[src/rtl/picsr_pkg.sv]
// ----------------------------------------------------------------------------
// picsr_pkg
// Shared types, constants and the CSR address decoder for the privileged CSR
// instruction unit.
// ----------------------------------------------------------------------------
package picsr_pkg;

  localparam int PMP_CFG_COUNT_DEF  = 16;
  localparam int PMP_ADDR_COUNT_DEF = 64;

  localparam int GEN_COUNT = 28;
  localparam int SLOT_W    = 7;

  localparam logic [63:0] VENDOR_ID     = 64'h0000_6373_6535_3336;
  localparam logic [6:0]  OP_SYSTEM     = 7'h73;
  localparam logic [11:0] FN_ECALL      = 12'h000;
  localparam logic [11:0] FN_SRET       = 12'h102;
  localparam logic [11:0] FN_MRET       = 12'h302;
  localparam logic [11:0] PMPCFG_FIRST  = 12'h3A0;
  localparam logic [11:0] PMPADDR_FIRST = 12'h3B0;

  localparam logic [2:0] F3_PRIV = 3'd0;
  localparam logic [2:0] F3_CSRW = 3'd1;
  localparam logic [2:0] F3_CSRR = 3'd2;

  localparam logic [1:0] MODE_U = 2'd0;
  localparam logic [1:0] MODE_S = 2'd1;
  localparam logic [1:0] MODE_M = 2'd2;
  localparam logic [1:0] MPP_RSVD = 2'd2;
  localparam logic [1:0] MPP_M    = 2'd3;

  localparam logic [1:0] ST_DONE       = 2'd0;
  localparam logic [1:0] ST_IGNORED    = 2'd1;
  localparam logic [1:0] ST_KILL_RESET = 2'd2;
  localparam logic [1:0] ST_KILL_KEEP  = 2'd3;

  localparam logic [2:0] SP_SSTATUS   = 3'd0;
  localparam logic [2:0] SP_STVEC     = 3'd1;
  localparam logic [2:0] SP_SEPC      = 3'd2;
  localparam logic [2:0] SP_SCAUSE    = 3'd3;
  localparam logic [2:0] SP_MVENDORID = 3'd4;
  localparam logic [2:0] SP_MSTATUS   = 3'd5;
  localparam logic [2:0] SP_MTVEC     = 3'd6;
  localparam logic [2:0] SP_MEPC      = 3'd7;
  localparam int SP_COUNT = 8;

  localparam logic [63:0] CAUSE_ECALL_U = 64'd8;
  localparam logic [63:0] CAUSE_ECALL_S = 64'd9;

  typedef struct packed {
    logic              known;
    logic [1:0]        level;
    logic              special;
    logic [2:0]        sp;
    logic [SLOT_W-1:0] slot;
  } dec_t;

  typedef struct packed {
    logic              we;
    logic              clr;
    logic [SLOT_W-1:0] slot;
    logic [63:0]       data;
  } commit_t;

  function automatic dec_t csr_decode(input logic [11:0] a, input int cfg_n,
                                      input int addr_n);
    dec_t        d;
    logic [11:0] off;
    d = '{known: 1'b1, level: MODE_M, special: 1'b0, sp: SP_SSTATUS, slot: '0};
    off = '0;
    case (a)
      12'h000: begin d.level = MODE_U; d.slot = 7'd0;  end
      12'h004: begin d.level = MODE_U; d.slot = 7'd1;  end
      12'h005: begin d.level = MODE_U; d.slot = 7'd2;  end
      12'h040: begin d.level = MODE_U; d.slot = 7'd3;  end
      12'h041: begin d.level = MODE_U; d.slot = 7'd4;  end
      12'h042: begin d.level = MODE_U; d.slot = 7'd5;  end
      12'h043: begin d.level = MODE_U; d.slot = 7'd6;  end
      12'h044: begin d.level = MODE_U; d.slot = 7'd7;  end
      12'h100: begin d.level = MODE_S; d.special = 1'b1; d.sp = SP_SSTATUS; end
      12'h102: begin d.level = MODE_S; d.slot = 7'd8;  end
      12'h103: begin d.level = MODE_S; d.slot = 7'd9;  end
      12'h104: begin d.level = MODE_S; d.slot = 7'd10; end
      12'h105: begin d.level = MODE_S; d.special = 1'b1; d.sp = SP_STVEC; end
      12'h106: begin d.level = MODE_S; d.slot = 7'd11; end
      12'h140: begin d.level = MODE_S; d.slot = 7'd12; end
      12'h141: begin d.level = MODE_S; d.special = 1'b1; d.sp = SP_SEPC; end
      12'h142: begin d.level = MODE_S; d.special = 1'b1; d.sp = SP_SCAUSE; end
      12'h143: begin d.level = MODE_S; d.slot = 7'd13; end
      12'h144: begin d.level = MODE_S; d.slot = 7'd14; end
      12'h180: begin d.level = MODE_S; d.slot = 7'd15; end
      12'hF11: begin d.special = 1'b1; d.sp = SP_MVENDORID; end
      12'hF12: d.slot = 7'd16;
      12'hF13: d.slot = 7'd17;
      12'hF14: d.slot = 7'd18;
      12'h300: begin d.special = 1'b1; d.sp = SP_MSTATUS; end
      12'h301: d.slot = 7'd19;
      12'h302: d.slot = 7'd20;
      12'h303: d.slot = 7'd21;
      12'h304: d.slot = 7'd22;
      12'h305: begin d.special = 1'b1; d.sp = SP_MTVEC; end
      12'h306: d.slot = 7'd23;
      12'h340: d.slot = 7'd24;
      12'h341: begin d.special = 1'b1; d.sp = SP_MEPC; end
      12'h342: d.slot = 7'd25;
      12'h343: d.slot = 7'd26;
      12'h344: d.slot = 7'd27;
      default: begin
        if (a >= PMPCFG_FIRST && 32'(a) < 32'(PMPCFG_FIRST) + 32'(cfg_n)) begin
          off    = a - PMPCFG_FIRST;
          d.slot = SLOT_W'(GEN_COUNT) + off[SLOT_W-1:0];
        end else if (a >= PMPADDR_FIRST &&
                     32'(a) < 32'(PMPADDR_FIRST) + 32'(addr_n)) begin
          off    = a - PMPADDR_FIRST;
          d.slot = SLOT_W'(GEN_COUNT + cfg_n) + off[SLOT_W-1:0];
        end else begin
          d.known = 1'b0;
        end
      end
    endcase
    return d;
  endfunction

endpackage

[src/rtl/picsr_exec.sv]
// ----------------------------------------------------------------------------
// picsr_exec
// Executes one instruction: privilege checks, trap entry and return, CSR
// read and write, and holds the mode and the CSRs used by trap handling.
// ----------------------------------------------------------------------------
module picsr_exec
  import picsr_pkg::*;
#(
  parameter int PMP_CFG_COUNT  = PMP_CFG_COUNT_DEF,
  parameter int PMP_ADDR_COUNT = PMP_ADDR_COUNT_DEF
) (
  input  logic        clk,
  input  logic        rst,
  input  logic        fire,
  input  logic [31:0] instruction,
  input  logic [63:0] pc,
  input  logic [63:0] src,
  input  logic [63:0] gen_data,
  output commit_t     cmt,
  output logic [63:0] next_pc,
  output logic        reg_write,
  output logic [4:0]  reg_index,
  output logic [63:0] reg_value,
  output logic [1:0]  mode_now,
  output logic [1:0]  status
);

  logic [63:0] spec      [SP_COUNT];
  logic [63:0] spec_next [SP_COUNT];
  logic [1:0]  mode;
  logic [1:0]  mode_next;

  logic [6:0]  op;
  logic [4:0]  rd;
  logic [2:0]  f3;
  logic [4:0]  rs1;
  logic [11:0] csr;
  dec_t        dec;
  logic [63:0] val;
  logic [1:0]  mpp;
  logic        gen_we;
  logic        kill;

  assign op  = instruction[6:0];
  assign rd  = instruction[11:7];
  assign f3  = instruction[14:12];
  assign rs1 = instruction[19:15];
  assign csr = instruction[31:20];
  assign dec = csr_decode(csr, PMP_CFG_COUNT, PMP_ADDR_COUNT);
  assign val = dec.special ? spec[dec.sp] : gen_data;
  assign mpp = spec[SP_MSTATUS][12:11];

  always_comb begin
    spec_next = spec;
    mode_next = mode;
    next_pc   = pc;
    reg_write = 1'b0;
    reg_index = '0;
    reg_value = '0;
    status    = ST_DONE;
    gen_we    = 1'b0;
    if (op != OP_SYSTEM || f3 > F3_CSRR) begin
      status = ST_KILL_KEEP;
    end else if (f3 == F3_PRIV) begin
      if (rd != 5'd0 || rs1 != 5'd0) begin
        status = ST_KILL_RESET;
      end else if (csr == FN_ECALL) begin
        if (mode == MODE_U) begin
          spec_next[SP_SCAUSE] = CAUSE_ECALL_U;
          spec_next[SP_SEPC]   = pc;
          mode_next            = MODE_S;
          next_pc              = spec[SP_STVEC];
        end else if (mode == MODE_S) begin
          spec_next[SP_SCAUSE] = CAUSE_ECALL_S;
          spec_next[SP_SEPC]   = pc;
          mode_next            = MODE_M;
          next_pc              = spec[SP_MTVEC];
        end else begin
          status = ST_IGNORED;
        end
      end else if (csr == FN_SRET && mode == MODE_S) begin
        mode_next = {1'b0, spec[SP_SSTATUS][8]};
        next_pc   = spec[SP_SEPC];
      end else if (csr == FN_MRET && mode == MODE_M) begin
        if (mpp == MPP_RSVD) begin
          status = ST_KILL_KEEP;
        end else begin
          mode_next                    = (mpp == MPP_M) ? MODE_M : mpp;
          spec_next[SP_MSTATUS][12:11] = 2'b00;
          next_pc                      = spec[SP_MEPC];
        end
      end else begin
        status = ST_KILL_RESET;
      end
    end else if (f3 == F3_CSRW) begin
      if (rd != 5'd0) begin
        status = ST_KILL_RESET;
      end else if (!dec.known) begin
        status = ST_KILL_KEEP;
      end else if (mode < dec.level) begin
        status = ST_KILL_RESET;
      end else if (dec.special && dec.sp == SP_MVENDORID && src == 64'd0) begin
        status = ST_KILL_RESET;
      end else begin
        if (dec.special) begin
          spec_next[dec.sp] = src;
        end else begin
          gen_we = 1'b1;
        end
        next_pc = pc + 64'd4;
      end
    end else begin
      if (rs1 != 5'd0) begin
        status = ST_KILL_RESET;
      end else if (!dec.known) begin
        status = ST_KILL_KEEP;
      end else if (!(dec.special && dec.sp == SP_MVENDORID) && mode < dec.level) begin
        status = ST_KILL_RESET;
      end else begin
        if (rd != 5'd0) begin
          reg_write = 1'b1;
          reg_index = rd;
          reg_value = val;
        end
        next_pc = pc + 64'd4;
      end
    end
  end

  assign kill     = (status == ST_KILL_RESET);
  assign mode_now = kill ? MODE_M : mode_next;

  assign cmt.we   = fire && gen_we;
  assign cmt.clr  = fire && kill;
  assign cmt.slot = dec.slot;
  assign cmt.data = src;

  always_ff @(posedge clk) begin
    if (rst || (fire && kill)) begin
      mode <= MODE_M;
      for (int i = 0; i < SP_COUNT; i++) begin
        spec[i] <= (3'(i) == SP_MVENDORID) ? VENDOR_ID : 64'd0;
      end
    end else if (fire) begin
      mode <= mode_next;
      spec <= spec_next;
    end
  end

endmodule

[config.mk]
export PLATFORM = sky130hd
export DESIGN_NAME = picsr_exec
export DESIGN_NICKNAME = d
export VERILOG_FILES = /design/src/rtl/picsr_pkg.sv /design/src/rtl/picsr_exec.sv
export SDC_FILE = /design/constraint.sdc
export NUM_CORES = 2
export LEC_CHECK = 0
export ABC_AREA = 1
export BUFFER_PORTS_ARGS = -buffer_cell sky130_fd_sc_hd__buf_2
export CORE_MARGIN = 3
export CORE_UTILIZATION = 30
export DETAILED_ROUTE_END_ITERATION = 7
export GPL_ROUTABILITY_DRIVEN = 0
export SYNTH_ARGS = -nofsm -noshare
export SYNTH_HDL_FRONTEND = slang
export SYNTH_SLANG_ARGS = --single-unit
[constraint.sdc]
create_clock -name clk -period 5.1 [get_ports clk]
set_input_delay 1.02 -clock clk [delete_from_list [all_inputs] [get_ports clk]]
set_output_delay 1.02 -clock clk [all_outputs]
set_load 0.005 [all_outputs]
# [Word-level counts from Yosys, hierarchy flattened]
# Index checks and enable logic that the tools add are counted.
[op_classes] shifts=0 mux=106 n_bitwise=6 div=0 eq_ne=53 n_addsub=5 n_reduce_logical=30 n_lt_le_gt_ge=8 n_mul=0
[op_table] op="384-bit two-way mux" count=6
[op_table] op="64-bit two-way mux" count=28
[op_table] op="128-bit two-way mux" count=5
[op_table] op="512-bit bitwise mux" count=1
[op_table] op="7-bit case mux with 28 select lines" count=1
[op_table] op="64-bit binary-select mux with 3-bit select" count=1
[op_table] op="64-bit demux with 3-bit select" count=1
[op_table] op="12-bit by 10-bit == test with 1-bit output, second input constant" count=12
[op_table] op="12-bit by 9-bit == test with 1-bit output, second input constant" count=12
[op_table] op="64-bit by 3-bit adder with 64-bit output, second input constant" count=1
[op_table] op="64-bit zero test" count=1
[op_table] op="2-bit two-way mux" count=32
[op_table] op="12-bit by 7-bit == test with 1-bit output, second input constant" count=5
[op_table] op="12-bit == test, second input constant" count=4
[op_table] op="36-bit OR reduction" count=1
[op_table] op="5-bit two-way mux" count=7
[op_table] op="4-bit case mux with 8 select lines" count=1
[op_table] op="12-bit by 3-bit == test with 1-bit output, second input constant" count=2
[op_table] op="12-bit by 10-bit >= comparator with 1-bit output, second input constant" count=2
[op_table] op="12-bit by 10-bit less-than comparator with 1-bit output, second input constant" count=2
[op_table] op="1-bit two-way mux" count=20
[op_table] op="7-bit two-way mux" count=2
[op_table] op="2-bit inequality test, second input constant" count=7
[op_table] op="7-bit by 6-bit subtractor with 7-bit output, second input constant" count=2
[op_table] op="other kinds (30)" count=52
[word_totals] romBits=0 latchBits=0 ff_bits=514 n_memories=0 wordCells=218 ramBits=0 output_inout_bits=211 in_bits=227

# [Longest topological paths before layout]
[depth] depth_word=15 ltp_mapped=21 ltp_nobuf=20

# [Worst setup path after synthesis]
# OpenSTA, ideal clock, no wires.
[synth_timing] path_type="in2out" start="input instruction[22]" end="output next_pc[3]" t_required_ps=4080 path_stages=17 path_buffers=2 t_arrival_ps=3556 path_slack_ps=524 path_cell_list="inv_1 -> ha_1 -> nand3_1 -> a21oi_1 -> o21ai_0 -> nand2_1 -> nor4_1 -> nand3_1 -> ha_1 -> nand2_1 -> nand2_4 -> nand4_4 -> nand2_1 -> buf_2 -> buf_1 -> o21ai_0 -> a21oi_1"
[synth_between] elab_chain_len=12 elab_cells_between_ends=72 classes_between="order compare: 5; eq/ne: 36; mux: 19; reduce/logical: 12"
[synth_rtl] item="start: declaration" line_no="picsr_exec.sv:15" source="input logic [31:0] instruction,"
[synth_rtl] item="branches (longest 10 deep; another with 2-bit less-than comparator)"
[synth_rtl] item="64-bit two-way mux (*)" line_no="picsr_exec.sv:64" source="end else if (f3 == F3_PRIV) begin"
[synth_rtl] item="64-bit two-way mux (*)" line_no="picsr_exec.sv:62" source="if (op != OP_SYSTEM || f3 > F3_CSRR) begin"
[synth_rtl] item="end: declaration" line_no="picsr_exec.sv:20" source="output logic [63:0] next_pc,"
# Mark *: on every way between the ends.

# [Final worst setup path]
[layout_timing] start="input instruction[23]" end="output reg_value[24]"
[layout_between] elab_chain_len=14 elab_cells_between_ends=67 classes_between="order compare: 5; eq/ne: 36; mux: 16; bitwise: 1; reduce/logical: 9"
[layout_rtl] item="12-bit by 10-bit == test with 1-bit output (tied with other cells)"
[layout_rtl] item="4-bit case mux with 8 select lines" line_no="picsr_pkg.sv:71" source="case (a)"
[layout_rtl] item="3-bit NOT with 4-bit output (not written as such)" line_no="picsr_exec.sv:50" source="assign val = dec.special ? spec[dec.sp] : gen_data;"
[layout_rtl] item="64-bit binary-select mux with 3-bit select" line_no="picsr_exec.sv:50"
[layout_rtl] item="64-bit two-way mux (not written as such) (2 in a row)" line_no="picsr_exec.sv:50"
[layout_rtl] item="64-bit two-way mux" line_no="picsr_exec.sv:50"
[layout_rtl] item="64-bit two-way mux" line_no="picsr_exec.sv:120" source="if (rd != 5'd0) begin"
[layout_rtl] item="64-bit two-way mux" line_no="picsr_exec.sv:117" source="end else if (!(dec.special && dec.sp == SP_MVENDORID) && mode < dec.level) begin"
[layout_rtl] item="64-bit two-way mux (*)" line_no="picsr_exec.sv:115" source="end else if (!dec.known) begin"
[layout_rtl] item="64-bit two-way mux (*)" line_no="picsr_exec.sv:113" source="if (rs1 != 5'd0) begin"
[layout_rtl] item="64-bit two-way mux (*)" line_no="picsr_exec.sv:95" source="end else if (f3 == F3_CSRW) begin"
[layout_rtl] item="64-bit two-way mux (*)" line_no="picsr_exec.sv:64"
[layout_rtl] item="64-bit two-way mux (*)" line_no="picsr_exec.sv:62"
[layout_rtl] item="end: declaration" line_no="picsr_exec.sv:23" source="output logic [63:0] reg_value,"
# Every way passes the cells marked *; elsewhere a longest branch is shown, timed or not. The select of a mux whose other input is x is not followed.

==> impl_metrics.tcl <==
set metrics [dict create \
    holdCritStartpoint "spec[298]" \
    post-route-min-period_ns 5.04 \
    finalMaxSlewViolations 0 \
    rows 121 \
    port-buffer-count 437 \
    worstSetupEndpointType "primary output" \
    synth_most_common_cell "nand2_1" \
    top_usage_layer "met2" \
    grt_pass1_wl_um 252000 \
    critical_path_class "in2out" \
    die_x_um 338 \
    vdd_drop_max_uv 200 \
    hold_viol_final 0 \
    hp-class "reg2reg" \
    synth.area.top_cells "dfxtp_1 (31%), nand2_1 (19%), a21oi_1 (10%), nand3_1 (7.0%), nor2_1 (5.2%)" \
    async_flop_share 0 \
    worstRegToRegCells 15 \
    dieHeight_um 338 \
    synth_seq_cells 514 \
    clk_latency_ns 0.61 \
    syn_nets 5651 \
    r2r-end "spec[70]" \
    numCtsBuffers 50 \
    grt-ovfl-total 0 \
    place_inst 7280 \
    worst_slew_pin_slew_ns 1.14 \
    initial_core_util 0.303 \
    cts_tree "done" \
    r2r-start "mode[1]" \
    critPathLaunchType "primary input" \
    met1_usage 0.415 \
    crit_arrival_ns 4.02 \
    reg2reg_slack_ns 1.13 \
    dieArea_um2 114000 \
    clock_sinks 514 \
    nets 6110 \
    areaGrowthSynthToFinish_pct 26.4 \
    dr.pass1.iters 8 \
    violations "DRC" \
    syn_area_um2 33000 \
    totalWireLength_um 178000 \
    outcome "finished with violations" \
    grt_max_degree 90 \
    met3_usage 0.0860 \
    synth_cell_type_count 57 \
    core_um2 109000 \
    synth-main-ff-cell "dfxtp_1" \
    grt_usage 0.293 \
    htree_levels 2 \
    drive_above_1_share 0.196 \
    grt_pass1_vias 36700 \
    max_slew_margin 0.236 \
    holdPathEnd "spec[298]" \
    holdPathStages 2 \
    yosys.area.top_type_share 0.311 \
    design_power_total_uw 9000 \
    vias 41900 \
    p_per_area_nw_per_um2 216 \
    syn_area_per_cell_um2 6.10 \
    netlist_instances 5415 \
    grt_use_met2 0.421 \
    fillers 11600 \
    antenna_left 0 \
    setup-violations-final 0 \
    netlist_top_cells_count "nand2_1 (1678), a21oi_1 (679), dfxtp_1 (514)" \
    yosysSeqAreaShare 0.311 \
    io_pins 438 \
    skew_ns 0.0191 \
    via_per_inst 5.66 \
    leakagePower_uw 0.0167 \
    clkSlewWorstSetupHoldPaths_ns 0.06 \
    clockBufferDepth 3 \
    path_max_fanout 9 \
    required_ns 4.08 \
    root_buffer "clkbuf_16" \
    cap_violations 0 \
    drc 10 \
    rsz0062_at_grt "true" \
    max_freq_mhz 198 \
    final_cells 7397 \
    hpwl_um 129000 \
    antenna_found_initial 10 \
    drtIter0Drc 6307 \
    post-route-period-util 0.988 \
    yosys.area.top_type "dfxtp_1" \
    holdWs_ns 0.459 \
    routedWlPerCell_um 24.0 \
    synth_edf_count 0 \
    yosysWarnings 0 \
]
==> metal layers <==
metal	wire (um)	vias up	part of all wire
li1	-	19000	-
met1	73300	19600	0.41
met2	73200	2853	0.41
met3	24400	386	0.14
met4	6780	4	0.038
met5	24	-	0.00013
==> layout by cell type (no fill, tap or decap), types with 30 or more instances in the layout <==
cell and n:
o211ai_1 81, a31oi_1 50, nand2_1 1665, nand3_1 447, a21oi_1 665, buf_2 434, o22ai_1 82, buf_4 406
buf_12 89, nor3_1 81, nor4_1 30, clkbuf_16 60, nand4_1 51, dfxtp_1 514, inv_1 238, o21ai_0 204
nor2_1 450, o221ai_1 32, o311ai_0 30
==> cell families (layout without fill, tap and decap cells) <==
group	count (synthesis)	after routing	share of synthesized area
AOI/OAI and AO/OA	1262	1262	0.218
other	0	7	0
DFF	514	514	0.311
buffers and inverters	793	1292	0.107
adders and majority gates	9	9	0.00341
xor gates and xnor gates	12	12	0.00318
and+or+nand+nor	2825	2825	0.357
==> timing repair <==
action / 4_1_cts / 5_1_grt
gates cloned: 1 / 7
setup endpoints to repair: 61 / 111
pin swaps: 5 / 17
gates resized for setup: 21 / 60
hold buffers: 0 / 0
setup buffers: 4 / 7
==> worst max-delay path, cell delays in order <==
cell	delay, ns
buf_4	0.12
inv_4	0.08
ha_4	0.20
nand3_1	0.11
buf_4	0.15
nor2_2	0.17
nand2_2	0.14
nand2_1	0.12
inv_1	0.07
nand2_4	0.20
inv_2	0.10
nand3_2	0.10
buf_4	0.23
o22ai_1	0.12
o31ai_1	0.63
o21ai_0	0.19
nor2_1	0.12
buf_2	0.12
==> layout make-up <==
cell class / instances / area (um^2) / share of cell area
clock buffers: 81 / 1580 / 0.0379
well taps: 1476 / 1850 / 0.0442
flip-flops and latches: 514 / 10300 / 0.246
repair buffers: 940 / 7240 / 0.173
clock inverters: 11 / 135 / 0.00323
diodes: 7 / 17.5 / 0.000419
inverters: 260 / 980 / 0.0235
multi-input cells: 4108 / 19700 / 0.471
==> worst max-delay path by stage <==
stage               slack (ns)  depth (start not counted)       endpoint            start
floorplan                 0.52                         17     next_pc[3]  instruction[22]
global placement         -0.42                         22     next_pc[9]  instruction[22]
detailed placement       -0.41                         22     next_pc[9]  instruction[22]
CTS                       0.02                         20  reg_value[26]  instruction[23]
global route             -0.06                         23    next_pc[29]  instruction[22]
finish                    0.06                         18  reg_value[24]  instruction[23]
==> registers in the layout, indices dropped and copies added (netlist names) <==
| name | flops |
|---|---|
| mode | 2 |
| mpp | 2 |
| spec | 510 |
==> power by group <==
| part | switching (uW) | leakage [uW] | internal (uW) |
|---|---|---|---|
| Combinational | 681 | 0.0117 | 341 |
| Clock | 1700 | 0.000843 | 2270 |
| Sequential | 1.27 | 0.00414 | 4010 |
| Total | 2380 | 0.0167 | 6620 |
==> through the flow <==
stage | instance area, um^2 | TNS (ns) | setup slack, ns | util
after floorplan | 33000 | 0 | 0.524 | -
after global placement | 39400 | -9.70 | -0.424 | 0.361
after detailed placement | 39400 | -11.07 | -0.413 | 0.361
after CTS | 41200 | 0 | 0.0196 | 0.378
after global routing | 41800 | -0.296 | -0.0642 | 0.383
final | 41800 | 0 | 0.0613 | 0.383
(Power assumes the default switching activity.)
